===== src/rtl/txcw_pkg.sv =====
// Shared types and constants for the text console writer.
// Depends on nothing; txcw_ctrl and the top level refer to it by scoped names.
`timescale 1ns / 1ps

package txcw_pkg;

   // Item function codes
   localparam logic [1:0] FUNC_PUT   = 2'd0;
   localparam logic [1:0] FUNC_CLEAR = 2'd1;
   localparam logic [1:0] FUNC_READ  = 2'd2;

   localparam logic [7:0] BLANK_CHAR   = 8'h20;
   localparam logic [7:0] NEWLINE_CHAR = 8'h0A;
   localparam logic [7:0] COLOR_RESET  = 8'h07;

   typedef enum logic [2:0] {
      ST_IDLE,
      ST_EXEC,
      ST_READ_WAIT,
      ST_SWEEP,
      ST_RESP
   } state_type;

   typedef struct packed {
      logic [1:0] func;
      logic [7:0] char_code;
      logic [4:0] read_row;
      logic [6:0] read_col;
   } item_type;

   typedef struct packed {
      logic [15:0] cell_data;
      logic [4:0]  row_pos;
      logic [6:0]  col_pos;
   } result_type;

endpackage


===== src/rtl/txcw_ctrl.sv =====
// Sequencer of the console writer: cursor, row base pointer, sweeps over the cell store.
// Depends on txcw_pkg; drives the ports of txcw_cell_ram.
`timescale 1ns / 1ps

module txcw_ctrl #(
   parameter int ROW_COUNT = 25,
   parameter int COL_COUNT = 80
) (
   input  logic                                          clock,
   input  logic                                          reset,
   input  logic                                          item_valid,
   output logic                                          item_ready,
   input  txcw_pkg::item_type                            item,
   input  logic [7:0]                                    cell_color,
   output logic                                          wr_en,
   output logic [$clog2(ROW_COUNT)+$clog2(COL_COUNT)-1:0] wr_addr,
   output logic [15:0]                                   wr_data,
   output logic                                          rd_en,
   output logic [$clog2(ROW_COUNT)+$clog2(COL_COUNT)-1:0] rd_addr,
   input  logic [15:0]                                   rd_data,
   output logic                                          res_valid,
   input  logic                                          res_ready,
   output txcw_pkg::result_type                          res
);

   localparam int RW = $clog2(ROW_COUNT);
   localparam int CW = $clog2(COL_COUNT);
   localparam logic [RW-1:0] ROW_LAST = RW'(ROW_COUNT - 1);
   localparam logic [CW-1:0] COL_LAST = CW'(COL_COUNT - 1);

   txcw_pkg::state_type state_ff, state_in;
   logic [1:0]    func_ff, func_in;
   logic [7:0]    char_ff, char_in;
   logic [4:0]    rrow_ff, rrow_in;
   logic [6:0]    rcol_ff, rcol_in;
   logic [RW-1:0] crow_ff, crow_in;
   logic [CW-1:0] ccol_ff, ccol_in;
   logic [RW-1:0] base_ff, base_in;
   logic [RW-1:0] swp_row_ff, swp_row_in;
   logic [CW-1:0] swp_col_ff, swp_col_in;
   logic          swp_all_ff, swp_all_in;
   logic [15:0]   cell_ff, cell_in;

   logic          is_newline;
   logic          row_done;
   logic          scroll_hit;
   logic          read_ok;
   logic          sweep_end;
   logic [RW-1:0] base_next;
   logic [RW+4:0] rrow_wide;
   logic [CW+6:0] rcol_wide;
   logic [RW+4:0] crow_wide;
   logic [CW+6:0] ccol_wide;

   // Map a logical row onto its physical row through the row base pointer.
   function automatic logic [RW-1:0] phys_row(input logic [RW-1:0] lrow,
                                              input logic [RW-1:0] base);
      logic [RW:0] sum;
      sum = {1'b0, lrow} + {1'b0, base};
      if (sum >= (RW+1)'(ROW_COUNT)) begin
         sum = sum - (RW+1)'(ROW_COUNT);
      end
      return sum[RW-1:0];
   endfunction

   assign is_newline = (char_ff == txcw_pkg::NEWLINE_CHAR);
   assign row_done   = is_newline || (ccol_ff == COL_LAST);
   assign scroll_hit = row_done && (crow_ff == ROW_LAST);
   assign read_ok    = ({2'b00, rrow_ff} < 7'(ROW_COUNT)) && ({1'b0, rcol_ff} < 8'(COL_COUNT));
   assign sweep_end  = (swp_col_ff == COL_LAST) && (!swp_all_ff || swp_row_ff == ROW_LAST);
   assign base_next  = (base_ff == ROW_LAST) ? '0 : base_ff + 1'b1;
   assign rrow_wide  = {RW'(0), rrow_ff};
   assign rcol_wide  = {CW'(0), rcol_ff};
   assign crow_wide  = {5'd0, crow_ff};
   assign ccol_wide  = {7'd0, ccol_ff};

   // Next state
   always_comb begin
      state_in = state_ff;
      unique case (state_ff)
         txcw_pkg::ST_IDLE: begin
            if (item_valid) state_in = txcw_pkg::ST_EXEC;
         end
         txcw_pkg::ST_EXEC: begin
            unique case (func_ff)
               txcw_pkg::FUNC_PUT:
                  state_in = scroll_hit ? txcw_pkg::ST_SWEEP : txcw_pkg::ST_RESP;
               txcw_pkg::FUNC_CLEAR: state_in = txcw_pkg::ST_SWEEP;
               txcw_pkg::FUNC_READ:
                  state_in = read_ok ? txcw_pkg::ST_READ_WAIT : txcw_pkg::ST_RESP;
               default: state_in = txcw_pkg::ST_RESP;
            endcase
         end
         txcw_pkg::ST_READ_WAIT: state_in = txcw_pkg::ST_RESP;
         txcw_pkg::ST_SWEEP: begin
            if (sweep_end) state_in = txcw_pkg::ST_RESP;
         end
         txcw_pkg::ST_RESP: begin
            if (res_ready) state_in = txcw_pkg::ST_IDLE;
         end
         default: state_in = txcw_pkg::ST_IDLE;
      endcase
   end

   // Datapath and store accesses
   always_comb begin
      func_in    = func_ff;
      char_in    = char_ff;
      rrow_in    = rrow_ff;
      rcol_in    = rcol_ff;
      crow_in    = crow_ff;
      ccol_in    = ccol_ff;
      base_in    = base_ff;
      swp_row_in = swp_row_ff;
      swp_col_in = swp_col_ff;
      swp_all_in = swp_all_ff;
      cell_in    = cell_ff;
      wr_en      = 1'b0;
      wr_addr    = '0;
      wr_data    = '0;
      rd_en      = 1'b0;
      rd_addr    = '0;
      item_ready = (state_ff == txcw_pkg::ST_IDLE);
      res_valid  = (state_ff == txcw_pkg::ST_RESP);

      unique case (state_ff)
         txcw_pkg::ST_IDLE: begin
            if (item_valid) begin
               func_in = item.func;
               char_in = item.char_code;
               rrow_in = item.read_row;
               rcol_in = item.read_col;
            end
         end
         txcw_pkg::ST_EXEC: begin
            cell_in = '0;
            unique case (func_ff)
               txcw_pkg::FUNC_PUT: begin
                  if (!is_newline) begin
                     wr_en   = 1'b1;
                     wr_addr = {phys_row(crow_ff, base_ff), ccol_ff};
                     wr_data = {cell_color, char_ff};
                  end
                  if (row_done) begin
                     ccol_in = '0;
                     if (crow_ff == ROW_LAST) begin
                        // old top row becomes the new bottom row; blank it
                        base_in    = base_next;
                        swp_row_in = base_ff;
                        swp_col_in = '0;
                        swp_all_in = 1'b0;
                     end else begin
                        crow_in = crow_ff + 1'b1;
                     end
                  end else begin
                     ccol_in = ccol_ff + 1'b1;
                  end
               end
               txcw_pkg::FUNC_CLEAR: begin
                  crow_in    = '0;
                  ccol_in    = '0;
                  base_in    = '0;
                  swp_row_in = '0;
                  swp_col_in = '0;
                  swp_all_in = 1'b1;
               end
               txcw_pkg::FUNC_READ: begin
                  if (read_ok) begin
                     rd_en   = 1'b1;
                     rd_addr = {phys_row(rrow_wide[RW-1:0], base_ff), rcol_wide[CW-1:0]};
                  end
               end
               default: ;
            endcase
         end
         txcw_pkg::ST_READ_WAIT: cell_in = rd_data;
         txcw_pkg::ST_SWEEP: begin
            wr_en   = 1'b1;
            wr_addr = {swp_row_ff, swp_col_ff};
            wr_data = {cell_color, txcw_pkg::BLANK_CHAR};
            if (swp_col_ff == COL_LAST) begin
               swp_col_in = '0;
               swp_row_in = swp_row_ff + 1'b1;
            end else begin
               swp_col_in = swp_col_ff + 1'b1;
            end
         end
         txcw_pkg::ST_RESP: ;
         default: ;
      endcase
   end

   assign res.cell_data = cell_ff;
   assign res.row_pos   = crow_wide[4:0];
   assign res.col_pos   = ccol_wide[6:0];

   always_ff @(posedge clock) begin
      if (reset) begin
         state_ff <= txcw_pkg::ST_IDLE;
         crow_ff  <= '0;
         ccol_ff  <= '0;
         base_ff  <= '0;
      end else begin
         state_ff <= state_in;
         crow_ff  <= crow_in;
         ccol_ff  <= ccol_in;
         base_ff  <= base_in;
      end
   end

   always_ff @(posedge clock) begin
      func_ff    <= func_in;
      char_ff    <= char_in;
      rrow_ff    <= rrow_in;
      rcol_ff    <= rcol_in;
      swp_row_ff <= swp_row_in;
      swp_col_ff <= swp_col_in;
      swp_all_ff <= swp_all_in;
      cell_ff    <= cell_in;
   end

endmodule


===== config.mk =====
export PLATFORM = sky130hd
export DESIGN_NAME = txcw_ctrl
export DESIGN_NICKNAME = d
export VERILOG_FILES = /design/src/rtl/txcw_pkg.sv /design/src/rtl/txcw_ctrl.sv
export SDC_FILE = /design/constraint.sdc
export NUM_CORES = 1
export LEC_CHECK = 0
export BUFFER_PORTS_ARGS = -buffer_cell sky130_fd_sc_hd__buf_2
export CAP_MARGIN = 20
export CELL_PAD_IN_SITES_DETAIL_PLACEMENT = 0
export CELL_PAD_IN_SITES_GLOBAL_PLACEMENT = 1
export CORE_MARGIN = 2
export CORE_UTILIZATION = 40
export CTS_BUF_LIST = sky130_fd_sc_hd__clkbuf_4 sky130_fd_sc_hd__clkbuf_8
export CTS_CLUSTER_DIAMETER = 60
export DETAILED_ROUTE_END_ITERATION = 8
export PLACE_DENSITY = 0.83
export SYNTH_ARGS = -nofsm -noshare
export SYNTH_HDL_FRONTEND = slang
export SYNTH_SLANG_ARGS = --single-unit

===== constraint.sdc =====
create_clock -name clock -period 3.83 [get_ports clock]
set_input_delay 0.5745 -clock clock [delete_from_list [all_inputs] [get_ports clock]]
set_output_delay 0.5745 -clock clock [all_outputs]
set_load 0.01 [all_outputs]

Word-level counts from Yosys, hierarchy flattened
Cells that the tools add are included.
{"block": "word_totals", "word_cells": 112, "inputBits": 50, "ff_bits": 71}
{"block": "op_classes", "addsub": 9, "mux": 47, "n_lt_le_gt_ge": 4, "eq_ne": 22, "n_reduce_logical": 18}
{"op": "16-bit one-hot mux with 2 select lines", "count": 2}
{"op": "12-bit 2-to-1 mux", "count": 5}
{"op": "5-bit 2-to-1 mux", "count": 10}
{"op": "7-bit one-hot mux with 2 select lines", "count": 3}
{"op": "5-bit one-hot mux with 2 select lines", "count": 4}
{"op": "16-bit 2-to-1 mux", "count": 2}
{"op": "7-bit 2-to-1 mux", "count": 4}
{"op": "12-bit one-hot mux with 2 select lines", "count": 1}
{"op": "5-bit by 1-bit adder with 5-bit output (second input constant)", "count": 3}
{"op": "5-bit equality test (second input constant)", "count": 3}
{"op": "3-bit 2-to-1 mux", "count": 5}
{"op": "3-bit one-hot mux with 5 select lines", "count": 1}
{"op": "7-bit by 1-bit adder with 7-bit output (second input constant)", "count": 2}
{"op": "7-bit equality test (second input constant)", "count": 2}
{"op": "5-bit by 5-bit adder with 6-bit output", "count": 2}
{"op": "6-bit by 5-bit >= comparator with 1-bit output (second input constant)", "count": 2}
{"op": "2-bit != test (second input constant)", "count": 6}
{"op": "4-bit AND reduction", "count": 3}
{"op": "5-bit subtractor (second input constant)", "count": 2}
{"op": "3-bit one-hot mux with 3 select lines", "count": 1}
{"op": "8-bit by 4-bit equality test with 1-bit output (second input constant)", "count": 1}
{"op": "7-bit < comparator (second input constant)", "count": 1}
{"op": "1-bit 2-to-1 mux", "count": 7}
{"op": "3-bit by 2-bit equality test with 1-bit output (second input constant)", "count": 2}
{"op": "other kinds (18)", "count": 26}

Logic depth before layout (Yosys ltp)
Gate-level depths: netlist of run 1.
{"block": "depth", "depth_word": 6, "mapped_depth": 10, "mapped_depth_nobuf": 10}

Worst setup path before layout of run 1
No wires, ideal clock.
{"block": "synth_path", "kind": "register -> output", "startpoint": "register crow_ff[0]", "endpoint": "output port wr_addr[8]", "t_arrival_ns": 2.567, "required_ns": 3.256, "path_stages_with_launch": 11, "setup_slack_ns": 0.688, "cell_sequence": "dfxtp_1 > ha_1 > inv_1 > fa_1 > nand2b_1 > a21oi_1 > xnor2_1 > o21bai_1 > a211oi_1 > mux2i_1 > o22ai_1"}
{"block": "synth_via", "elab_chain_len": 6, "elab_cells_between_ends": 7}
{"item": "start, declared", "line": "txcw_ctrl.sv:36", "text": "logic [RW-1:0] crow_ff, crow_in;"}
{"item": "start signal, assigned", "line": "txcw_ctrl.sv:205", "text": "crow_ff <= crow_in;"}
{"item": "5-bit by 5-bit adder with 6-bit output (*)", "line": "txcw_ctrl.sv:59", "text": "sum = {1'b0, lrow} + {1'b0, base};"}
{"item": "5-bit subtractor / 6-bit by 5-bit >= comparator with 1-bit output (equally long branches)", "line": "txcw_ctrl.sv:61, txcw_ctrl.sv:60"}
{"item": "5-bit 2-to-1 mux (*)", "line": "txcw_ctrl.sv:60", "text": "if (sum >= (RW+1)'(ROW_COUNT)) begin"}
{"item": "12-bit 2-to-1 mux (*)", "line": "txcw_ctrl.sv:139", "text": "if (!is_newline) begin"}
{"item": "12-bit 2-to-1 mux (*)", "line": "txcw_ctrl.sv:137", "text": "unique case (func_ff)"}
{"item": "12-bit one-hot mux with 2 select lines (*)", "line": "txcw_ctrl.sv:126", "text": "unique case (state_ff)"}
{"item": "end, declared", "line": "txcw_ctrl.sv:16", "text": "output logic [$clog2(ROW_COUNT)+$clog2(COL_COUNT)-1:0] wr_addr,"}
Every way passes the cells marked *; elsewhere a longest branch is shown, timed or not.

Final worst setup path of run 1
{"block": "layout_path", "startpoint": "register base_ff[1]", "endpoint": "output port wr_addr[8]"}
{"block": "layout_via", "elab_chain_len": 6, "elab_cells_between_ends": 7}
{"item": "start, declared", "line": "txcw_ctrl.sv:38", "text": "logic [RW-1:0] base_ff, base_in;"}
{"item": "start signal, assigned", "line": "txcw_ctrl.sv:207", "text": "base_ff <= base_in;"}
{"item": "5-bit by 5-bit adder with 6-bit output (*)", "line": "txcw_ctrl.sv:59"}
{"item": "5-bit subtractor / 6-bit by 5-bit >= comparator with 1-bit output (equally long branches)", "line": "txcw_ctrl.sv:61, txcw_ctrl.sv:60"}
{"item": "5-bit 2-to-1 mux (*)", "line": "txcw_ctrl.sv:60"}
{"item": "12-bit 2-to-1 mux (*)", "line": "txcw_ctrl.sv:139"}
{"item": "12-bit 2-to-1 mux (*)", "line": "txcw_ctrl.sv:137"}
{"item": "12-bit one-hot mux with 2 select lines (*)", "line": "txcw_ctrl.sv:126"}
Marks and branches as above.

==> results.json, run 1 <==
{
  "run_status": "finished, final reports clean",
  "ioPinCount": 122,
  "clock_sink_count": 71,
  "final_max_slew_viol_count": 0,
  "overflow": 0,
  "final_layout_size_suffix_gt1_share_pct": 30.17,
  "floorplan.initialDensity_pct": 41.30,
  "post_cts_setup_inserts": 0,
  "clock_insertion_delay_worst_skew_ps": 350,
  "cts.root.buffer_cell": "sky130_fd_sc_hd__clkbuf_8",
  "grt_setup_unrepaired": "no",
  "die_y_microns": 104.7,
  "die_area_sq_um": 10960,
  "worstSetupStartpointType": "flop",
  "synth_simple_gate_area_share_pct": 23.70,
  "critPathRequiredTime_ps": 3260,
  "cp_data_arrival_time_ps": 2990,
  "timing.max_slew.rel_slack_pct": 37.15,
  "seq_area_frac_synth_pct": 47.64,
  "fmax_ghz": 0.2806,
  "synth_xor_xnor_area_share_pct": 4.752,
  "final_period_minus_worst_setup_slack_ps": 3563,
  "leakagePower_nw": 2.320,
  "totalWireLength_microns": 9823,
  "synth_compound_gate_area_share_pct": 11.60,
  "antenna_cells_inserted": 0,
  "number_of_routed_nets_with_antenna_violations": 0,
  "synth_warnings": 0,
  "syn_to_final_growth_pct": 25.36,
  "grt_antenna_before_repair": 0,
  "coreArea_sq_um": 9819,
  "syn-mean-instance-area_sq_um": 9.988,
  "cap_viol_max_count": 0,
  "synthCells": 406,
  "hold_path.class": "input pin to flop",
  "wire_per_inst_microns": 14.66,
  "synth_adder_area_share_pct": 7.775,
  "largest_family_of_logic_cells_by_synthesized_area": "simple AND/OR/NAND/NOR gates",
  "synth_area_sq_um": 4055,
  "route.vias.total": 3459,
  "critical-path-slowest-cell": "sky130_fd_sc_hd__fa_1",
  "clk_pin_slew_worst_paths_ps": 70,
  "post_dp_cell_area_sq_um": 4815,
  "detailedRoute.firstIterationViolations": 165,
  "portBuffers": 121,
  "power_density_nw_per_um2": 350.1,
  "synth_top_cell_by_area": "sky130_fd_sc_hd__edfxtp_1",
  "setup_viol_count_final": 0,
  "clock_tree_from_tritoncts": "done",
  "yosysTopAreaCellShare_pct": 37.77,
  "maximum_number_of_pins_on_one_net_before_global_route_repair": 23,
  "cts-htree-levels": 3,
  "irDropWorstVdd_uv": 222.4,
  "crit_path_max_fanout": 6,
  "n_fill_cell": 950,
  "final_cell_area_sq_um": 5084,
  "cp_slowest_stage_delay_ps": 600,
  "worstSetupPathType": "flop to output port",
  "placement_rows": 36,
  "finalHoldViolations": 0,
  "synthDistinctLibCells": 50,
  "hold-worst-slack_ps": 404.0,
  "endpoint_type_of_the_worst_setup_path": "output port",
  "synth.ff_latch_count": 71,
  "timing.critical_path.cells": "inv_1, fa_1, ha_1, nand2_1, o21ai_0, o21bai_1, a211oi_2, mux2i_1, o22ai_1, buf_2",
  "fin_nets": 606,
  "synth_fp_nets": 480,
  "via_per_inst": 5.163,
  "remaining_drc_errors": 0,
  "grt_usage_pct": 18.46,
  "synthMuxAreaShare_pct": 1.265,
  "synth_top_flop_cell": "sky130_fd_sc_hd__edfxtp_1",
  "worst_slew_pin_slew_ps": 942.7,
  "yosys.cell_count.top_type": "sky130_fd_sc_hd__edfxtp_1",
  "ys_top_cells_by_count": "51 x sky130_fd_sc_hd__edfxtp_1, 47 x sky130_fd_sc_hd__nor2_1, 27 x sky130_fd_sc_hd__and3_1, 22 x sky130_fd_sc_hd__ha_1",
  "grt_first_pass_wirelength_microns": 16320,
  "gp_routability_congestion": 0.8764,
  "clock_path_buffers": 2,
  "final.setup.tns_ps": 0,
  "placed_wire_length_estimate_microns": 7430,
  "grt_pass1_vias": 3351,
  "first_pass_iters": 4,
  "cts.hold.buffers_added": 0,
  "dominant_cells_by_area_after_synthesis": "sky130_fd_sc_hd__edfxtp_1 38%, sky130_fd_sc_hd__dfxtp_1 9.9%, sky130_fd_sc_hd__ha_1 6.8%, sky130_fd_sc_hd__nor2_1 4.4%, sky130_fd_sc_hd__and3_1 4.2%",
  "power_mw": 1.780,
  "cts-buffers-inserted": 9,
  "skew_ps": 8.726,
  "synth_enable_flop_cells": 51,
  "synth_async_reset_ratio_pct": 0,
  "period_share_pct": 93.03,
  "die_w_microns": 104.7
}
## repair_timing
item | CTS | global route
gates resized for setup | 1 | 4
hold endpoints to repair | 0 | 0
pin swaps | 0 | 1
endpoints found under the setup margin | 1 | 7
## report_power, final
part	internal (mW)	switching [mW]	leakage [nW]	total (mW)
Combinational	0.0752	0.110	1.56	0.185
Sequential	0.866	0.0231	0.641	0.890
Clock	0.421	0.284	0.119	0.705
Total	1.36	0.417	2.32	1.78
## cells by family after synthesis
| group | after synthesis |
|---|---|
| buffers and inverters | 33 |
| XOR/XNOR | 22 |
| multiplexers | 5 |
| AO/OA/AOI/OAI | 73 |
| AND/OR/NAND/NOR | 178 |
| adder cells (fa/ha/maj) | 24 |
| flip-flops | 71 |
## final cells by class
| cell class | instances | area [sq um] | share of cell area (%) |
|---|---|---|---|
| sequential | 71 | 1934 | 38.05 |
| tap | 133 | 166.4 | 3.273 |
| timing repair buffer | 128 | 658.1 | 12.95 |
| multi-input combinational | 302 | 2008 | 39.50 |
| clock inverter | 4 | 76.32 | 1.501 |
| inverter | 20 | 75.07 | 1.477 |
| clock buffer | 12 | 165.2 | 3.249 |
## stage by stage
step | setup WS (ps) | util [%] | std cells
detailed placement | 328.1 | 49.03 | 653
CTS | 103.8 | 51.54 | 669
global placement | 513.1 | 49.03 | 653
global route | 27.97 | 51.77 | 670
finish | 266.8 | 51.77 | 670
floorplan | 688.4 | - | 406
## worst paths after layout
kind | startpoint | to | slack (ps) | depth (start not counted)
setup / recovery | base_ff[1] | wr_addr[8] | 270 | 10
hold / removal | item[14] | char_ff[2] | 400 | 1
setup reg to reg | ccol_ff[0] | base_ff[4] | 1220 | 8
hold reg to reg | crow_ff[1] | crow_ff[1] | 570 | 2
## routing by layer
metal | track usage [%] | vias to the layer above | part of all wire (%)
li1 | - | 1714 | -
met5 | 0 | - | 0
met1 | 24.40 | 1622 | 45
met4 | 5.143 | 0 | 1.2
met3 | 5.115 | 9 | 6.2
met2 | 29.79 | 114 | 48
## layout by cell type (no fill, tap or decap), types with 9 or more instances in the layout
master                     count
sky130_fd_sc_hd__buf_2       121
sky130_fd_sc_hd__nor2_1       47
sky130_fd_sc_hd__nand3_1      17
sky130_fd_sc_hd__dfxtp_1      18
sky130_fd_sc_hd__xor2_1       16
sky130_fd_sc_hd__inv_1        19
sky130_fd_sc_hd__and3_1       27
sky130_fd_sc_hd__edfxtp_1     51
sky130_fd_sc_hd__nor2b_1      13
sky130_fd_sc_hd__a21oi_1      21
sky130_fd_sc_hd__and2_1       15
sky130_fd_sc_hd__clkbuf_8     12
sky130_fd_sc_hd__ha_1         22
sky130_fd_sc_hd__nand2_1      21
sky130_fd_sc_hd__a22o_1        9
sky130_fd_sc_hd__o21ai_0      17
## critical path, delay by kind of cell, from the launching register on
| family | cells | cell delay, ps |
|---|---|---|
| flops | 1 | 420 |
| compound gates | 4 | 750 |
| mux | 1 | 220 |
| fa+ha+maj | 2 | 780 |
| simple gates | 1 | 130 |
| buf+inv | 2 | 330 |
## registers in the layout (all words and copies together) (netlist names)
register,count
cell_ff,16
char_ff,8
ccol_ff,7
rcol_ff,7
swp_col_ff,7
base_ff,5
crow_ff,5
rrow_ff,5
swp_row_ff,5
state_ff,3
func_ff,2
swp_all_ff,1
(Power assumes the default switching activity.)
==> inputs of run 2 (changes only) <==
==> constraint.sdc (replaced) <==
create_clock -name clock -period 4 [get_ports clock]
set_input_delay 0.6 -clock clock [delete_from_list [all_inputs] [get_ports clock]]
set_output_delay 0.6 -clock clock [all_outputs]
set_load 0.01 [all_outputs]
==> run 2 against run 1 <==
  * Wire length shrank 1.3%
  * Core utilization down 0.52 points
  * Hold slack improved by 26 ps
  * Power fell by 6.8%
  * Critical endpoint unchanged
  * Non-clock buffer count decreased by 2
  * Cell count down 0.30%
  * Global-route usage down 0.36 points
  * Sequential power is 4.4% lower
  * Die area unchanged
==> results.json, run 2 (same netlist as run 1, synthesis figures left out) <==
{
  "timing.max_slew.rel_slack_pct": 38.03,
  "die_y_microns": 104.7,
  "placement_rows": 36,
  "dp_cells": 651,
  "final_max_slew_viol_count": 0,
  "post_cts_setup_inserts": 0,
  "critical_path.n_buffers_inverters": 2,
  "first_pass_iters": 4,
  "fin_nets": 604,
  "setup_viol_count_final": 0,
  "grt_setup_unrepaired": "no",
  "route.vias.total": 3434,
  "largest_register_ff_count": 16,
  "antenna_cells_inserted": 0,
  "skew_ps": 9.020,
  "clock_path_buffers": 2,
  "floorplan.initialDensity_pct": 41.30,
  "post_dp_cell_area_sq_um": 4800,
  "largestRegisters": "cell_ff x16, char_ff x8",
  "fmax_ghz": 0.2684,
  "cts.hold.buffers_added": 0,
  "final_period_minus_worst_setup_slack_ps": 3726,
  "run_status": "finished, final reports clean",
  "clock_sink_count": 71,
  "final.setup.tns_ps": 0,
  "power_mw": 1.659,
  "critical-path-slowest-cell": "sky130_fd_sc_hd__dfxtp_1",
  "multi_input_area_sq_um": 1996,
  "layout.cells.non_filler": 668,
  "grt_first_pass_wirelength_microns": 15990,
  "crit_path_max_fanout": 8,
  "power_density_nw_per_um2": 329.6,
  "number_of_routed_nets_with_antenna_violations": 0,
  "die_area_sq_um": 10960,
  "maximum_number_of_pins_on_one_net_before_global_route_repair": 23,
  "worst_slew_pin_slew_ps": 929.6,
  "wire_per_inst_microns": 14.52,
  "finalWorstSetupSlack_ps": 274.2,
  "cts-buffers-inserted": 9,
  "gp_routability_congestion": 0.8555,
  "hold-worst-slack_ps": 429.7,
  "cpLargestDelayFamily": "compound AO/OA/AOI/OAI gates",
  "n_fill_cell": 953,
  "coreArea_sq_um": 9819,
  "grt_antenna_before_repair": 0,
  "final_layout_size_suffix_gt1_share_pct": 29.16,
  "cp_data_arrival_time_ps": 3130,
  "dp_slack_ps": 540.6,
  "detailedRoute.firstIterationViolations": 164,
  "cp_slowest_stage_delay_ps": 440,
  "most_frequent_cells_in_the_layout": "121 x sky130_fd_sc_hd__buf_2, 51 x sky130_fd_sc_hd__edfxtp_1, 47 x sky130_fd_sc_hd__nor2_1, 27 x sky130_fd_sc_hd__and3_1, 22 x sky130_fd_sc_hd__ha_1",
  "gr_met2_demand_resource_pct": 29.83,
  "endpoint_type_of_the_worst_setup_path": "output port",
  "worstSetupStartpointType": "flop",
  "final_cell_area_sq_um": 5032,
  "clock_tree_from_tritoncts": "done",
  "syn_to_final_growth_pct": 24.10,
  "clock_insertion_delay_worst_skew_ps": 340,
  "period_share_pct": 93.15,
  "die_w_microns": 104.7,
  "final_core_util_pct": 51.25,
  "worstSetupPathType": "flop to output port",
  "regMostFlops": "cell_ff",
  "overflow": 0,
  "grt_util_met1_pct": 23.38,
  "placed_wire_length_estimate_microns": 7342,
  "clk_pin_slew_worst_paths_ps": 70,
  "grt_usage_pct": 18.09,
  "totalWireLength_microns": 9700,
  "cap_viol_max_count": 0,
  "irDropWorstVdd_uv": 328.8,
  "seqCellArea_sq_um": 1932,
  "leakagePower_nw": 2.298,
  "cts.root.buffer_cell": "sky130_fd_sc_hd__clkbuf_8",
  "via_per_inst": 5.141,
  "critPathRequiredTime_ps": 3400,
  "use_met3_pct": 4.367,
  "timing.critical_path.cells": "ha_1, inv_1, fa_1, nand2b_1, a21oi_1, xnor2_1, o21bai_1, a211oi_2, mux2i_1, o22ai_1, buf_2",
  "portBuffers": 121,
  "busiest_layer_in_global_routing": "met2",
  "hold_path.class": "input pin to flop",
  "remaining_drc_errors": 0,
  "cts-htree-levels": 3,
  "ioPinCount": 122,
  "ctsResizeCount": 0,
  "layout.cells.most_common": "sky130_fd_sc_hd__buf_2",
  "finalHoldViolations": 0,
  "grt_pass1_vias": 3367
}
-- run 2: where the power goes --
part	leakage (nW)	switching [mW]	internal, mW	total [mW]
clock network	0.111	0.265	0.366	0.632
logic	1.55	0.104	0.0716	0.176
registers	0.640	0.0218	0.829	0.851
-- run 2: cell type report --
type,instances,share of cell area [%]
Sequential cell,71,38.39
Clock buffer,11,2.760
Tap cell,133,3.307
Multi-Input combinational cell,302,39.66
Timing Repair Buffer,126,12.78
Clock inverter,5,1.616
Inverter,20,1.492
-- run 2: routing by layer --
metal | up-vias | share of wire, %
met5 | - | 0
met1 | 1617 | 46
li1 | 1708 | -
met4 | 0 | 1.6
met2 | 96 | 47
met3 | 13 | 5.4
-- run 2: worst paths after layout --
check                           slack (ps)  startpoint  cells past startpoint          to
worst min register to register         570  crow_ff[1]                      2  crow_ff[1]
worst max register to register        1420  ccol_ff[0]                      8  base_ff[4]
worst min-delay path                   430    item[10]                      1  rrow_ff[3]
worst max-delay path                   270  crow_ff[0]                     11  wr_addr[8]
==> inputs of run 3 (changes only) <==
==> constraint.sdc (replaced) <==
create_clock -name clock -period 4 [get_ports clock]
set_input_delay 0 -clock clock [delete_from_list [all_inputs] [get_ports clock]]
set_output_delay 0 -clock clock [all_outputs]
set_load 0.01 [all_outputs]
==> run 3 against run 2 <==
  * Via count increased by 4.2%
  * Power decreased by 1.6%
  * Critical path type unchanged
  * Highest routed layer unchanged
  * Clock-buffer cell count unchanged
  * Core utilization increased by 3.5 points
  * Maximum frequency increased by 14%
  * Flip-flop and latch count unchanged
  * Largest cell class unchanged
==> results.json, run 3 (same netlist as run 1, synthesis figures left out) <==
{
  "final_period_minus_worst_setup_slack_ps": 3265,
  "overflow": 0,
  "cts-htree-levels": 3,
  "worst_slew_pin_slew_ps": 1035,
  "portBuffers": 121,
  "number_of_routed_nets_with_antenna_violations": 0,
  "grt_first_pass_wirelength_microns": 16980,
  "clock_path_buffers": 2,
  "route.vias.total": 3578,
  "setup_viol_count_final": 0,
  "worst-r2r-setup-slack_ps": 1430,
  "cp_slowest_stage_delay_ps": 520,
  "worstSetupPathType": "flop to output port",
  "skew_ps": 9.690,
  "floorplan.initialDensity_pct": 41.30,
  "endpoint_type_of_the_worst_setup_path": "output port",
  "first_pass_iters": 4,
  "cts-buffers-inserted": 9,
  "critPathRequiredTime_ps": 4000,
  "final_layout_size_suffix_gt1_share_pct": 26.62,
  "leakagePower_nw": 2.431,
  "cts.root.buffer_cell": "sky130_fd_sc_hd__clkbuf_8",
  "syn_to_final_growth_pct": 32.49,
  "critical-path-slowest-cell": "sky130_fd_sc_hd__a211oi_1",
  "min_to": "ccol_ff[1]",
  "remaining_drc_errors": 0,
  "grt_setup_unrepaired": "no",
  "grt_antenna_before_repair": 0,
  "crit_path_max_fanout": 8,
  "power_mw": 1.633,
  "largestRegisters": "cell_ff x16, char_ff x8",
  "cts.hold.buffers_added": 39,
  "min-delay-start": "reset",
  "timing.max_slew.rel_slack_pct": 30.44,
  "coreArea_sq_um": 9819,
  "cpLargestDelayFamily": "compound AO/OA/AOI/OAI gates",
  "worstSetupStartpointType": "flop",
  "detailedRoute.firstIterationViolations": 167,
  "die_y_microns": 104.7,
  "gp_routability_congestion": 0.8504,
  "irDropWorstVdd_uv": 218.4,
  "cap_viol_max_count": 0,
  "totalWireLength_microns": 10270,
  "period_share_pct": 81.63,
  "clock_tree_from_tritoncts": "done",
  "run_status": "finished, final reports clean",
  "fmax_ghz": 0.3063,
  "power_density_nw_per_um2": 303.9,
  "layout.cells.most_common": "sky130_fd_sc_hd__buf_2",
  "rr_startpoint": "ccol_ff[0]",
  "fin_nets": 640,
  "antenna_cells_inserted": 0,
  "final_max_slew_viol_count": 0,
  "hold_path.class": "input pin to flop",
  "critical_path.n_buffers_inverters": 2,
  "cp_data_arrival_time_ps": 3270,
  "timing.critical_path.cells": "ha_1, inv_1, fa_1, nand2b_1, a21oi_1, xnor2_1, o21bai_1, a211oi_1, mux2i_1, o22ai_1, buf_2",
  "ctsResizeCount": 0,
  "largest_register_ff_count": 16,
  "die_w_microns": 104.7,
  "maximum_number_of_pins_on_one_net_before_global_route_repair": 23,
  "most_frequent_cells_in_the_layout": "121 x sky130_fd_sc_hd__buf_2, 51 x sky130_fd_sc_hd__edfxtp_1, 47 x sky130_fd_sc_hd__nor2_1, 39 x sky130_fd_sc_hd__dlygate4sd3_1, 27 x sky130_fd_sc_hd__and3_1",
  "wire_per_inst_microns": 14.59,
  "clk_pin_slew_worst_paths_ps": 80,
  "final.setup.tns_ps": 0,
  "worst-r2r-cell-count": 8,
  "die_area_sq_um": 10960,
  "grt_pass1_vias": 3486,
  "post_cts_setup_inserts": 0,
  "worst_r2r_endpoint": "base_ff[4]",
  "placed_wire_length_estimate_microns": 7360,
  "hold-path-cell-count": 2,
  "placement_rows": 36,
  "path_depth": 11,
  "ioPinCount": 122,
  "regMostFlops": "cell_ff",
  "finalHoldViolations": 0,
  "via_per_inst": 5.082,
  "grt_usage_pct": 19.02,
  "clock_insertion_delay_worst_skew_ps": 340,
  "clock_sink_count": 71
}
run 3: routing by layer:
| metal | track usage [%] | part of all wire [%] |
|---|---|---|
| met1 | 24.59 | 43 |
| met2 | 32.73 | 50 |
| met3 | 3.493 | 5.4 |
| met4 | 5.238 | 1.1 |
| met5 | 0 | 0 |
run 3: cell type report:
class	count	area (sq um)
flip-flops and latches	71	1932
well taps	133	166.4
repair buffers	162	1011
fillers	897	4447
clock buffers	11	138.9
clock inverters	5	58.81
multi-input cells	302	1991
inverters	20	75.07
run 3: per-stage QoR:
stage                     util, %  hold WS [ps]  instances  instance area (sq um)  setup slack, ps
after floorplan                 -         69.07        406                   4055             1433
after global placement      48.73         177.1        649                   4785             1252
after detailed placement    48.73         178.1        649                   4785             1097
after CTS                   54.71         13.13        704                   5373            723.9
after global routing        54.71         16.56        704                   5373            451.3
final                       54.71         19.07        704                   5373            734.7
run 3: worst max path at each step:
stage | slack, ps | endpoint | startpoint
5_1_grt | 450 | wr_addr[8] | crow_ff[0]
6_report | 730 | wr_addr[8] | base_ff[0]
4_1_cts | 720 | wr_addr[8] | base_ff[0]
3_5_place_dp | 1100 | wr_addr[8] | base_ff[0]
3_3_place_gp | 1250 | wr_addr[8] | base_ff[0]
2_1_floorplan | 1430 | wr_addr[8] | crow_ff[0]
run 3: where the power goes:
part	switching (mW)	internal (mW)
logic	0.109	0.0955
clock network	0.273	0.303
registers	0.0220	0.829
total	0.404	1.23
